## config.mk

```make
export PLATFORM = sky130hd
export DESIGN_NAME = container_deframer
export DESIGN_NICKNAME = d
export VERILOG_FILES = /design/src/hdl/cdf_pkg.sv /design/src/hdl/container_deframer.sv /design/src/hdl/cdf_in_stage.sv /design/src/hdl/cdf_core.sv
export SDC_FILE = /design/constraint.sdc
export NUM_CORES = 1
export LEC_CHECK = 0
export BUFFER_PORTS_ARGS = -buffer_cell sky130_fd_sc_hd__buf_2
export CORE_MARGIN = 10
export CORE_UTILIZATION = 35
export DETAILED_ROUTE_END_ITERATION = 16
export HOLD_SLACK_MARGIN = 0.03
export PLACE_DENSITY_LB_ADDON = 0.05
export SLEW_MARGIN = 10
export SYNTH_ARGS = -nofsm -noshare
export SYNTH_HDL_FRONTEND = slang
export SYNTH_SLANG_ARGS = --single-unit
```

## constraint.sdc

```tcl
create_clock -name i_clk -period 3.8 [get_ports i_clk]
set_input_delay 0.57 -clock i_clk [delete_from_list [all_inputs] [get_ports i_clk]]
set_output_delay 0.57 -clock i_clk [all_outputs]
set_load 0.01 [all_outputs]
```

## src/hdl/cdf_pkg.sv

```systemverilog
// ----------------------------------------------------------------------------
// cdf_pkg: shared definitions for the container deframer
// Section and status codes, magic bytes and the word types passed between
// the input stage, the section tracker and the top level.
// ----------------------------------------------------------------------------
package cdf_pkg;

    localparam int TAG_BYTES_DEF = 16;

    localparam int SEC_W  = 4;
    localparam int STAT_W = 3;
    localparam int HLEN_W = 16;
    localparam int PLEN_W = 32;
    localparam int OFF_W  = 32;

    // Section codes.
    localparam logic [SEC_W-1:0] SEC_MAGIC   = 4'd0;
    localparam logic [SEC_W-1:0] SEC_VERSION = 4'd1;
    localparam logic [SEC_W-1:0] SEC_FLAGS   = 4'd2;
    localparam logic [SEC_W-1:0] SEC_HDRLEN  = 4'd3;
    localparam logic [SEC_W-1:0] SEC_HEADER  = 4'd4;
    localparam logic [SEC_W-1:0] SEC_PAYLEN  = 4'd5;
    localparam logic [SEC_W-1:0] SEC_PAYLOAD = 4'd6;
    localparam logic [SEC_W-1:0] SEC_TAG     = 4'd7;
    localparam logic [SEC_W-1:0] SEC_IGNORED = 4'd8;

    // Status codes.
    localparam logic [STAT_W-1:0] ST_BUSY        = 3'd0;
    localparam logic [STAT_W-1:0] ST_OK          = 3'd1;
    localparam logic [STAT_W-1:0] ST_TRUNC_HDR   = 3'd2;
    localparam logic [STAT_W-1:0] ST_BAD_MAGIC   = 3'd3;
    localparam logic [STAT_W-1:0] ST_BAD_VERSION = 3'd4;
    localparam logic [STAT_W-1:0] ST_TRUNC_AREA  = 3'd5;
    localparam logic [STAT_W-1:0] ST_TRUNC_PAY   = 3'd6;

    localparam logic [7:0] MAGIC_BYTES [4] = '{8'h57, 8'h43, 8'h50, 8'h58};

    localparam int OUT_DATA_W = 64;

    typedef struct packed {
        logic [7:0] data_byte;
        logic       last_byte;
    } t_cdf_item;

    typedef struct packed {
        logic [SEC_W-1:0]  section;
        logic [7:0]        byte_out;
        logic [STAT_W-1:0] status;
        logic [HLEN_W-1:0] header_length;
        logic [PLEN_W-1:0] payload_length;
    } t_cdf_result;

endpackage

```

## src/hdl/container_deframer.sv

```systemverilog
// Each accepted byte moves from the input register to the output register.
// Throughput: one byte per cycle; with the output stalled, the input register takes
// one more byte and then holds tready low until the waiting result is accepted.
// The section tracker's offset add and compare sit between the two registers.
// Reset: i_rst_n is synchronous and active low; it clears the section state, the
// length registers and both valid flags; each tlast word clears the first two only.
// ----------------------------------------------------------------------------
// container_deframer: container file byte-stream splitter and checker
// Input register, section tracker and output register in one pipeline.
// ----------------------------------------------------------------------------
module container_deframer #(
    parameter int TAG_BYTES = cdf_pkg::TAG_BYTES_DEF
) (
    input  logic        i_clk,
    input  logic        i_rst_n,
    input  logic        i_s_axis_tvalid,
    output logic        o_s_axis_tready,
    input  logic [7:0]  i_s_axis_tdata,  // [7:0] data_byte
    input  logic        i_s_axis_tlast,  // last_byte
    output logic        o_m_axis_tvalid,
    input  logic        i_m_axis_tready,
    // [7:0] byte_out, [10:8] status, [26:11] header_length,
    // [58:27] payload_length, [63:59] zero
    output logic [cdf_pkg::OUT_DATA_W-1:0] o_m_axis_tdata,
    output logic [cdf_pkg::SEC_W-1:0]      o_m_axis_tuser  // [3:0] section
);

    cdf_pkg::t_cdf_item   s_item;
    cdf_pkg::t_cdf_item   stage_item;
    cdf_pkg::t_cdf_result core_result;
    cdf_pkg::t_cdf_result r_out;
    logic                 stage_valid;
    logic                 advance;
    logic                 r_out_valid;

    assign s_item.data_byte = i_s_axis_tdata;
    assign s_item.last_byte = i_s_axis_tlast;

    assign advance = stage_valid && (!r_out_valid || i_m_axis_tready);

    cdf_in_stage u_in_stage (
        .i_clk   (i_clk),
        .i_rst_n (i_rst_n),
        .i_valid (i_s_axis_tvalid),
        .o_ready (o_s_axis_tready),
        .i_item  (s_item),
        .o_valid (stage_valid),
        .i_take  (advance),
        .o_item  (stage_item)
    );

    cdf_core #(
        .TAG_BYTES (TAG_BYTES)
    ) u_core (
        .i_clk    (i_clk),
        .i_rst_n  (i_rst_n),
        .i_valid  (advance),
        .i_item   (stage_item),
        .o_result (core_result)
    );

    always_ff @(posedge i_clk) begin
        if (!i_rst_n) begin
            r_out_valid <= 1'b0;
        end else if (advance) begin
            r_out_valid <= 1'b1;
        end else if (i_m_axis_tready) begin
            r_out_valid <= 1'b0;
        end
    end

    always_ff @(posedge i_clk) begin
        if (advance) begin
            r_out <= core_result;
        end
    end

    assign o_m_axis_tvalid = r_out_valid;
    assign o_m_axis_tuser  = r_out.section;
    assign o_m_axis_tdata  = {5'd0, r_out.payload_length, r_out.header_length,
                              r_out.status, r_out.byte_out};

endmodule

```

## src/hdl/cdf_in_stage.sv

```systemverilog
// ----------------------------------------------------------------------------
// cdf_in_stage: input register
// Holds one accepted word until the section tracker consumes it.
// ----------------------------------------------------------------------------
module cdf_in_stage (
    input  logic                 i_clk,
    input  logic                 i_rst_n,
    input  logic                 i_valid,
    output logic                 o_ready,
    input  cdf_pkg::t_cdf_item   i_item,
    output logic                 o_valid,
    input  logic                 i_take,
    output cdf_pkg::t_cdf_item   o_item
);

    logic               r_valid;
    cdf_pkg::t_cdf_item r_item;

    assign o_ready = !r_valid || i_take;
    assign o_valid = r_valid;
    assign o_item  = r_item;

    always_ff @(posedge i_clk) begin
        if (!i_rst_n) begin
            r_valid <= 1'b0;
        end else if (o_ready) begin
            r_valid <= i_valid;
        end
    end

    always_ff @(posedge i_clk) begin
        if (o_ready && i_valid) begin
            r_item <= i_item;
        end
    end

endmodule

```

## src/hdl/cdf_core.sv

```systemverilog
// ----------------------------------------------------------------------------
// cdf_core: section tracker
// Tags each byte with its section, latches the length fields, checks magic
// and version and works out the status of the word.
// ----------------------------------------------------------------------------
module cdf_core #(
    parameter int TAG_BYTES = cdf_pkg::TAG_BYTES_DEF
) (
    input  logic                  i_clk,
    input  logic                  i_rst_n,
    input  logic                  i_valid,
    input  cdf_pkg::t_cdf_item    i_item,
    output cdf_pkg::t_cdf_result  o_result
);

    logic [cdf_pkg::SEC_W-1:0]  r_section, n_section;
    logic [cdf_pkg::OFF_W-1:0]  r_offset,  n_offset;
    logic [cdf_pkg::HLEN_W-1:0] r_hdr_len, n_hdr_len;
    logic [cdf_pkg::PLEN_W-1:0] r_pay_len, n_pay_len;
    logic                       r_magic_bad, n_magic_bad;
    logic                       r_ver_bad,   n_ver_bad;
    logic [cdf_pkg::STAT_W-1:0] r_status,  n_status;

    logic [cdf_pkg::OFF_W:0]    sec_len;
    logic                       sec_done;
    logic [cdf_pkg::SEC_W-1:0]  next_sec;
    logic [cdf_pkg::STAT_W-1:0] word_status;
    logic [7:0]                 data;

    assign data = i_item.data_byte;

    always_comb begin
        n_section   = r_section;
        n_offset    = r_offset;
        n_hdr_len   = r_hdr_len;
        n_pay_len   = r_pay_len;
        n_magic_bad = r_magic_bad;
        n_ver_bad   = r_ver_bad;
        n_status    = r_status;
        sec_len     = '0;

        case (r_section)
            cdf_pkg::SEC_MAGIC: begin
                if (data != cdf_pkg::MAGIC_BYTES[r_offset[1:0]]) begin
                    n_magic_bad = 1'b1;
                end
                sec_len = 33'd4;
            end
            cdf_pkg::SEC_VERSION: begin
                if (data != ((r_offset == '0) ? 8'd0 : 8'd1)) begin
                    n_ver_bad = 1'b1;
                end
                sec_len = 33'd2;
            end
            cdf_pkg::SEC_FLAGS: begin
                sec_len = 33'd1;
            end
            cdf_pkg::SEC_HDRLEN: begin
                n_hdr_len = {r_hdr_len[7:0], data};
                // The error is decided on the second length byte, the ninth
                // byte of the file.
                if (r_offset == 32'd1 && r_status == cdf_pkg::ST_BUSY) begin
                    if (r_magic_bad) begin
                        n_status = cdf_pkg::ST_BAD_MAGIC;
                    end else if (r_ver_bad) begin
                        n_status = cdf_pkg::ST_BAD_VERSION;
                    end
                end
                sec_len = 33'd2;
            end
            cdf_pkg::SEC_HEADER: begin
                sec_len = {17'd0, r_hdr_len};
            end
            cdf_pkg::SEC_PAYLEN: begin
                n_pay_len = {r_pay_len[23:0], data};
                sec_len = 33'd4;
            end
            cdf_pkg::SEC_PAYLOAD: begin
                sec_len = {1'b0, r_pay_len};
            end
            cdf_pkg::SEC_TAG: begin
                sec_len = 33'(TAG_BYTES);
            end
            default: begin
                sec_len = '0;
            end
        endcase

        sec_done = ({1'b0, r_offset} + 33'd1) >= sec_len;
        next_sec = r_section + 4'd1;
        if (next_sec == cdf_pkg::SEC_HEADER && n_hdr_len == '0) begin
            next_sec = cdf_pkg::SEC_PAYLEN;
        end
        if (next_sec == cdf_pkg::SEC_PAYLOAD && n_pay_len == '0) begin
            next_sec = cdf_pkg::SEC_TAG;
        end

        if (r_section != cdf_pkg::SEC_IGNORED) begin
            if (sec_done) begin
                n_section = next_sec;
                n_offset  = '0;
            end else begin
                n_offset  = r_offset + 32'd1;
            end
        end

        if (!i_item.last_byte) begin
            word_status = n_status;
        end else if (n_status != cdf_pkg::ST_BUSY) begin
            word_status = n_status;
        end else if (r_section < cdf_pkg::SEC_HDRLEN
                     || (r_section == cdf_pkg::SEC_HDRLEN && r_offset == '0)) begin
            word_status = cdf_pkg::ST_TRUNC_HDR;
        end else if (n_section == cdf_pkg::SEC_IGNORED) begin
            word_status = cdf_pkg::ST_OK;
        end else if (n_section <= cdf_pkg::SEC_PAYLEN) begin
            word_status = cdf_pkg::ST_TRUNC_AREA;
        end else begin
            word_status = cdf_pkg::ST_TRUNC_PAY;
        end
    end

    assign o_result.section        = r_section;
    assign o_result.byte_out       = data;
    assign o_result.status         = word_status;
    assign o_result.header_length  = n_hdr_len;
    assign o_result.payload_length = n_pay_len;

    always_ff @(posedge i_clk) begin
        if (!i_rst_n || (i_valid && i_item.last_byte)) begin
            r_section   <= cdf_pkg::SEC_MAGIC;
            r_offset    <= '0;
            r_hdr_len   <= '0;
            r_pay_len   <= '0;
            r_magic_bad <= 1'b0;
            r_ver_bad   <= 1'b0;
            r_status    <= cdf_pkg::ST_BUSY;
        end else if (i_valid) begin
            r_section   <= n_section;
            r_offset    <= n_offset;
            r_hdr_len   <= n_hdr_len;
            r_pay_len   <= n_pay_len;
            r_magic_bad <= n_magic_bad;
            r_ver_bad   <= n_ver_bad;
            r_status    <= n_status;
        end
    end

endmodule

```

==> results of run 1 <==
## layer usage
metal | part of all wire, % | routed length [um] | track usage, % | vias to the layer above
li1 | - | - | - | 3324
met1 | 49 | 12320 | 22.63 | 3263
met2 | 45 | 11450 | 24.72 | 156
met3 | 4.4 | 1118 | 3.169 | 24
met4 | 1.1 | 278 | 3.992 | 0
met5 | 0 | 0 | 0 | -
## cells in the mapped netlist (24+ instances only)
library cell | n | share of area (%)
mux2i_1 | 49 | 5.8
nand3_1 | 38 | 2.3
nor2_1 | 79 | 3.5
mux2_2 | 36 | 4.8
a21oi_1 | 51 | 3.0
clkbuf_1 | 25 | 1.1
inv_1 | 24 | 1.1
edfxtp_1 | 72 | 26
nand2_1 | 72 | 3.2
dfxtp_1 | 91 | 22
xnor2_1 | 27 | 2.8
ha_1 | 40 | 6.0
## per-stage QoR
step	hold slack [ps]	TNS, ps	setup slack [ps]
2_1_floorplan	425.8	0	30.07
3_3_place_gp	439.9	-3247	-223.6
3_5_place_dp	453.8	-4715	-312.1
4_1_cts	287.0	-4.582	-4.582
5_1_grt	281.8	-241.6	-70.23
6_report	305.7	0	51.39
## registers in the layout (all words and copies together), names as in the netlist, 3 cells and up
| register | count |
|---|---|
| o_m_axis_tuser | 4 |
| u_core.r_section | 4 |
| u_in_stage.o_item | 9 |
| u_core.r_pay_len | 32 |
| o_m_axis_tdata | 59 |
| u_core.r_status | 3 |
| u_core.r_hdr_len | 16 |
| u_core.r_offset | 32 |
## critical path: cells and delay by family (launching register included)
kind	cells	cell delay, ps
and+or+nand+nor	9	1730
AOI/OAI and AO/OA	4	820
adders and majority gates	1	280
buffers and inverters	1	170
DFF	1	330
xor gates and xnor gates	1	190
## final cells by class
cell class | count | area, um^2
clock buffer | 17 | 425.4
clock inverter | 15 | 162.7
fill | 2278 | 12600
inverter | 24 | 90.09
multi-input combinational | 591 | 4541
sequential | 163 | 3994
tap | 319 | 399.1
timing repair buffer | 190 | 1326
## what timing repair did
action,4_1_cts,5_1_grt
gates resized for setup,20,64
hold buffers,0,0
buffers inserted,4,13
endpoints found under the setup margin,30,30
pin swaps,11,35
## cell families after synthesis
family,count (synthesis),synth area share (%)
compound gates,131,10.20
xor+xnor,37,3.858
fa+ha+maj,40,5.959
buf+inv,77,3.992
flops,163,47.43
mux,85,10.67
other cells,1,0.04465
simple gates,293,17.85
## power by group
group	leakage (nW)	internal [mW]	switching, mW
combinational	2.84	0.0705	0.138
clock	0.290	0.883	0.836
sequential	1.43	1.87	0.0355
## path summary, 6_finish.rpt
check / start / endpoint / slack [ps] / depth (start not counted)
setup / recovery: u_core.r_offset[14] / o_m_axis_tdata[9] / 50 / 16
hold / removal: i_s_axis_tlast / u_in_stage.o_item[0] / 310 / 1
setup reg to reg: u_core.r_offset[14] / o_m_axis_tdata[9] / 50 / 16
hold reg to reg: u_core.r_ver_bad / u_core.r_ver_bad / 460 / 2
==> results.md, run 1 <==
* Final-report max-slew violation count at 0
* DRT Pass-1 Iters at 5
* H-tree depth at 4
* Most frequent cells in the layout: 100 x buf_4, 85 x dfxtp_1, 77 x buf_2
* Async SR Flop Fraction at 0%
* Slew at the pin with the worst max-slew slack at 1049 ps
* Via count at 6767
* Unique masters post-synth at 63
* Total track usage at 16.09%
* Crit-path max FO at 4
* FF+latch count, synth at 163
* Final Non-Filler Cells at 1319
* Final setup viols at 0
* Initial antenna violation count at 0
* Final Instance Area at 10940 um^2
* Slowest cell on the critical path: dfxtp_2
* Core area at 23540 um^2
* Worst-path clk slew at 80 ps
* Critical Path End Type: flop
* Worst vdd ir at 238.8 uV
* Post-Syn Instances at 827
* Critical Path Max Stage Delay at 330 ps
* Post-DR wirelength/cell at 19.08 um
* Fin crit period at 3749 ps
* Share of layout cells above drive strength 1 at 32.80%
* Layout area overhead at 30.23%
* Max_cap viols at 0
* DP HPWL at 17.95 mm
* Pwr dens at 350.7 nW/um^2
* Die Width at 174.9 um
* Ys flop type: dfxtp_1
* Skew-Pair Late Insertion Delay at 430 ps
* Die area at 30590 um^2
* Placed insts at 1270
* CTS root buf: clkbuf_16
* RSZ-0062 raised after global routing: true
* Die H at 174.9 um
* Total power at 3.836 mW
* Initial Util at 35.68%
* Synth Warn # at 0
* Syn Area/Cell at 10.16 um^2
* CTS Buffer Depth at 2
* Leakage power at 4.558 nW
* Antenna-violating nets left at 0
* Routed vias/inst at 5.130
* TritonCTS clock tree: yes
* Final Cycle Share at 98.65%
* Largest net degree at the start of global routing at 130
* Initial DRC count at 370
* Clk_skew at 14.04 ps
* # IOs at 83
* Final wirelength at 25.17 mm
* Critical Path Source Type: flop
* Placed Area at 9744 um^2
* Most common cell after layout, fill and taps aside: buf_4
* Post-synth EDFFs at 72
* Sequential fraction of the synthesis area at 47.43%
* # diodes at 0
* Max transition margin at 30.08%
* Layout Nets at 1040
* Status: complete, no violations
* Critical Path RT at 4000 ps
* CP Cell Sequence: and4_4 > nand4_4 > nor4_4 > and2_4 > nand3_4 > xnor2_4 > ha_4 > nand4_1 > buf_4 > nor4_4 > nand3_2 > o2111ai_4 > or2_4 > a22oi_2 > a31o_1 > a21o_1
* Vias in the first global route at 6584
* Fin. Hold Viols at 0
* IO Port Bufs at 77
* First-pass GRT wire length at 38.97 mm
* Post-Syn Area at 8399 um^2
* Aggregate global routing overflow at 0
* DRC viols at 0
* Tightest Hold Check Type: in2reg
* Most common cell on crit path: nor4_4
* CTS sink cnt at 163
* Final Core Density at 46.46%
* Row count at 56
* CP Class: reg2reg
* Total CTS buffers at 17
* Critical path arrival at 3940 ps
* Fmax at 0.2668 GHz
* Routability cong. at 0.8260
Note: power is estimated with default switching activity, not from simulation.
==> run 2: changes to the inputs <==
Settings changed: ABC_CLOCK_PERIOD_IN_PS from default to 3600.
Clock period 3.8 ns to 3.6 ns, I/O delays scaled along.
==> results.md, run 2 (same netlist as run 1, synthesis figures left out) <==
* Status: finished with violations
* Failing checks: setup timing
* Layout Nets at 1060 (+1.9%)
* CP Cell Sequence: buf_4 > and3_4 > nand3_4 > nor3_4 > buf_4 > nand2_1 > xnor2_2 > ha_1 > a21oi_1 > nand2_1 > a221o_1 > a22o_4 > or2_4 > a22oi_2 > a31o_1 > o41ai_2
* Skew-Pair Late Insertion Delay at 430 ps (about the same)
* Die H at 174.9 um (unchanged)
* Placed insts at 1282 (+0.94%)
* Reg2reg start: u_core.r_offset[1]
* Fin crit period at 3708 ps (-40.12 ps)
* Row count at 56 (unchanged)
* WHS Path Cells at 1 (unchanged)
* Seq. cell area at 3998 um^2 (about the same)
* Cell Int Power at 2.978 mW (+5.4%)
* Max FFs per register at 59 (unchanged)
* Clock network power share at 44.5% (-0.3 points)
* Final-report max-slew violation count at 0 (unchanged)
* Net Sw Frac at 26.38% (+0.056 points)
* Max layer used: met4
* Final worst setup slack at -108.5 ps (-159.9 ps)
* Leakage power at 4.654 nW (+2.1%)
* Most common cell after layout, fill and taps aside: buf_4
* Met3 wire len at 1.047 mm (-6.4%)
* Share of layout cells above drive strength 1 at 35.78% (+3.0 points)
* Total track usage at 16.45% (+0.36 points)
* CP Class: reg2reg
* Aggregate global routing overflow at 0 (unchanged)
* DRC viols at 0 (unchanged)
* Worst-path clk slew at 70 ps (about the same)
* DRT Pass-1 Iters at 6 (+1)
* Core area at 23540 um^2 (unchanged)
* Critical Path Max Stage Delay at 370 ps (+40 ps)
* TritonCTS clock tree: yes
* Critical Path Start: u_core.r_offset[1]
* CTS Buffer Depth at 2 (unchanged)
* Vias in the first global route at 6915 (+5.0%)
* Worst-case reg-to-reg path depth at 16 (unchanged)
* Pwr dens at 365.1 nW/um^2 (+4.1%)
* Initial DRC count at 531 (+44%)
* Total power at 4.046 mW (+5.5%)
* Fmax at 0.2697 GHz (+1.1%)
* Tightest Hold Check Type: in2reg
* Die Width at 174.9 um (unchanged)
* CP bufs+invs at 2 (+1)
* CTS sink cnt at 163 (unchanged)
* Psw at 1.067 mW (+5.7%)
* Layout area overhead at 31.92%
* Post-DR wirelength/cell at 19.13 um (+0.27%)
* H-tree depth at 4 (unchanged)
* Multi-input gate area at 4532 um^2 (-0.19%)
* Final Non-Filler Cells at 1339 (+1.5%)
* Max_cap viols at 0 (unchanged)
* Wl on met1 at 12.31 mm (-0.14%)
* Critical hold path startpoint: i_s_axis_tlast
* Most frequent cells in the layout: 118 x buf_4, 84 x dfxtp_1, 78 x buf_2
* Critical Path End Type: flop
* Via count at 6904 (+2.0%)
* First-pass GRT wire length at 39.65 mm (+1.7%)
* Critical Path RT at 3780 ps (-220 ps)
* IO Port Bufs at 77 (unchanged)
* Hold_buf cts at 0 (unchanged)
* DP HPWL at 18.49 mm (+3.0%)
* Routed vias/inst at 5.156 (+0.50%)
* Clk_skew at 10.32 ps (-3.715 ps)
* Final Cycle Share at 103.0% (+4.4 points)
* Worst vdd ir at 253.1 uV (+6.0%)
* Top delay family on crit path: compound AO/OA/AOI/OAI gates
* CTS root buf: clkbuf_16
* RSZ-0062 raised after global routing: true
* Antenna-violating nets left at 0 (unchanged)
* WP depth at 16 (unchanged)
* # diodes at 0 (unchanged)
* Die area at 30590 um^2 (unchanged)
* Initial Util at 35.68% (unchanged)
* Comb pwr share at 5.7% (+0.3 points)
* # IOs at 83 (unchanged)
* Initial antenna violation count at 0 (unchanged)
* Slowest cell on the critical path: a221o_1
* Slew at the pin with the worst max-slew slack at 925.0 ps (-123.8 ps)
* Max transition margin at 38.11% (+8.0 points)
* Critical Path Source Type: flop
* Critical path arrival at 3890 ps (-50 ps)
* Final setup viols at 13 (+13)
* Fillers at 2211 (-2.9%)
* Crit-path max FO at 6 (+2)
* Largest net degree at the start of global routing at 123 (-5.4%)
* Final wirelength at 25.62 mm (+1.8%)
* Sequential share of power at 49.8% (about the same)
* Routability cong. at 0.8849 (+7.1%)
* Total CTS buffers at 17 (unchanged)
* Fin. Hold Viols at 0 (unchanged)
* WL met2 at 11.95 mm (+4.4%)
[run 2: layer usage]
metal / global-route usage [%] / vias to the layer above
met4: 4.415 / 0
met2: 26.34 / 160
li1: - / 3361
met1: 22.45 / 3356
met5: 0 / -
met3: 2.738 / 27
[run 2: what timing repair did]
item | CTS | global route
cloned | 1 | 1
buffers inserted | 20 | 4
setup endpoints to repair | 38 | 39
pin swaps | 31 | 22
gates resized for setup | 46 | 40
[run 2: path summary, 6_finish.rpt]
path                                        endpoint  slack (ps)
worst max-delay path               o_m_axis_tdata[8]        -110
worst min-delay path            u_in_stage.o_item[0]         290
worst max register to register     o_m_axis_tdata[8]        -110
worst min register to register      u_core.r_ver_bad         450
[run 2: power groups by stage]
stage                     clock network (mW)  registers, mW  logic [mW]
after CTS                               1.84           2.01       0.228
after detailed placement                   0           2.06       0.222
final                                   1.80           2.01       0.231
after global routing                    1.92           2.02       0.253
after floorplan                            0           2.06       0.121
after global placement                     0           2.06       0.220
[run 2: per-stage QoR]
| stage | TNS, ps | worst slack (ps) | cell area, um^2 | util [%] | hold WS [ps] |
|---|---|---|---|---|---|
| floorplan | -79.09 | -46.96 | 8508 | - | 425.8 |
| global placement | -6910 | -308.7 | 9915 | 42.11 | 440.6 |
| detailed placement | -6665 | -280.8 | 9915 | 42.11 | 444.1 |
| CTS | -206.1 | -77.53 | 10840 | 46.04 | 266.2 |
| global route | -6293 | -298.2 | 11080 | 47.07 | 262.2 |
| finish | -805.0 | -108.5 | 11080 | 47.07 | 286.6 |
[run 2: area by class of cell]
type                            instances  area share [%]
Multi-Input combinational cell        591           40.90
Sequential cell                       163           36.08
Timing Repair Buffer                  210           13.49
Clock buffer                           18           3.873
Tap cell                              319           3.602
Clock inverter                         14           1.242
Inverter                               24          0.8130
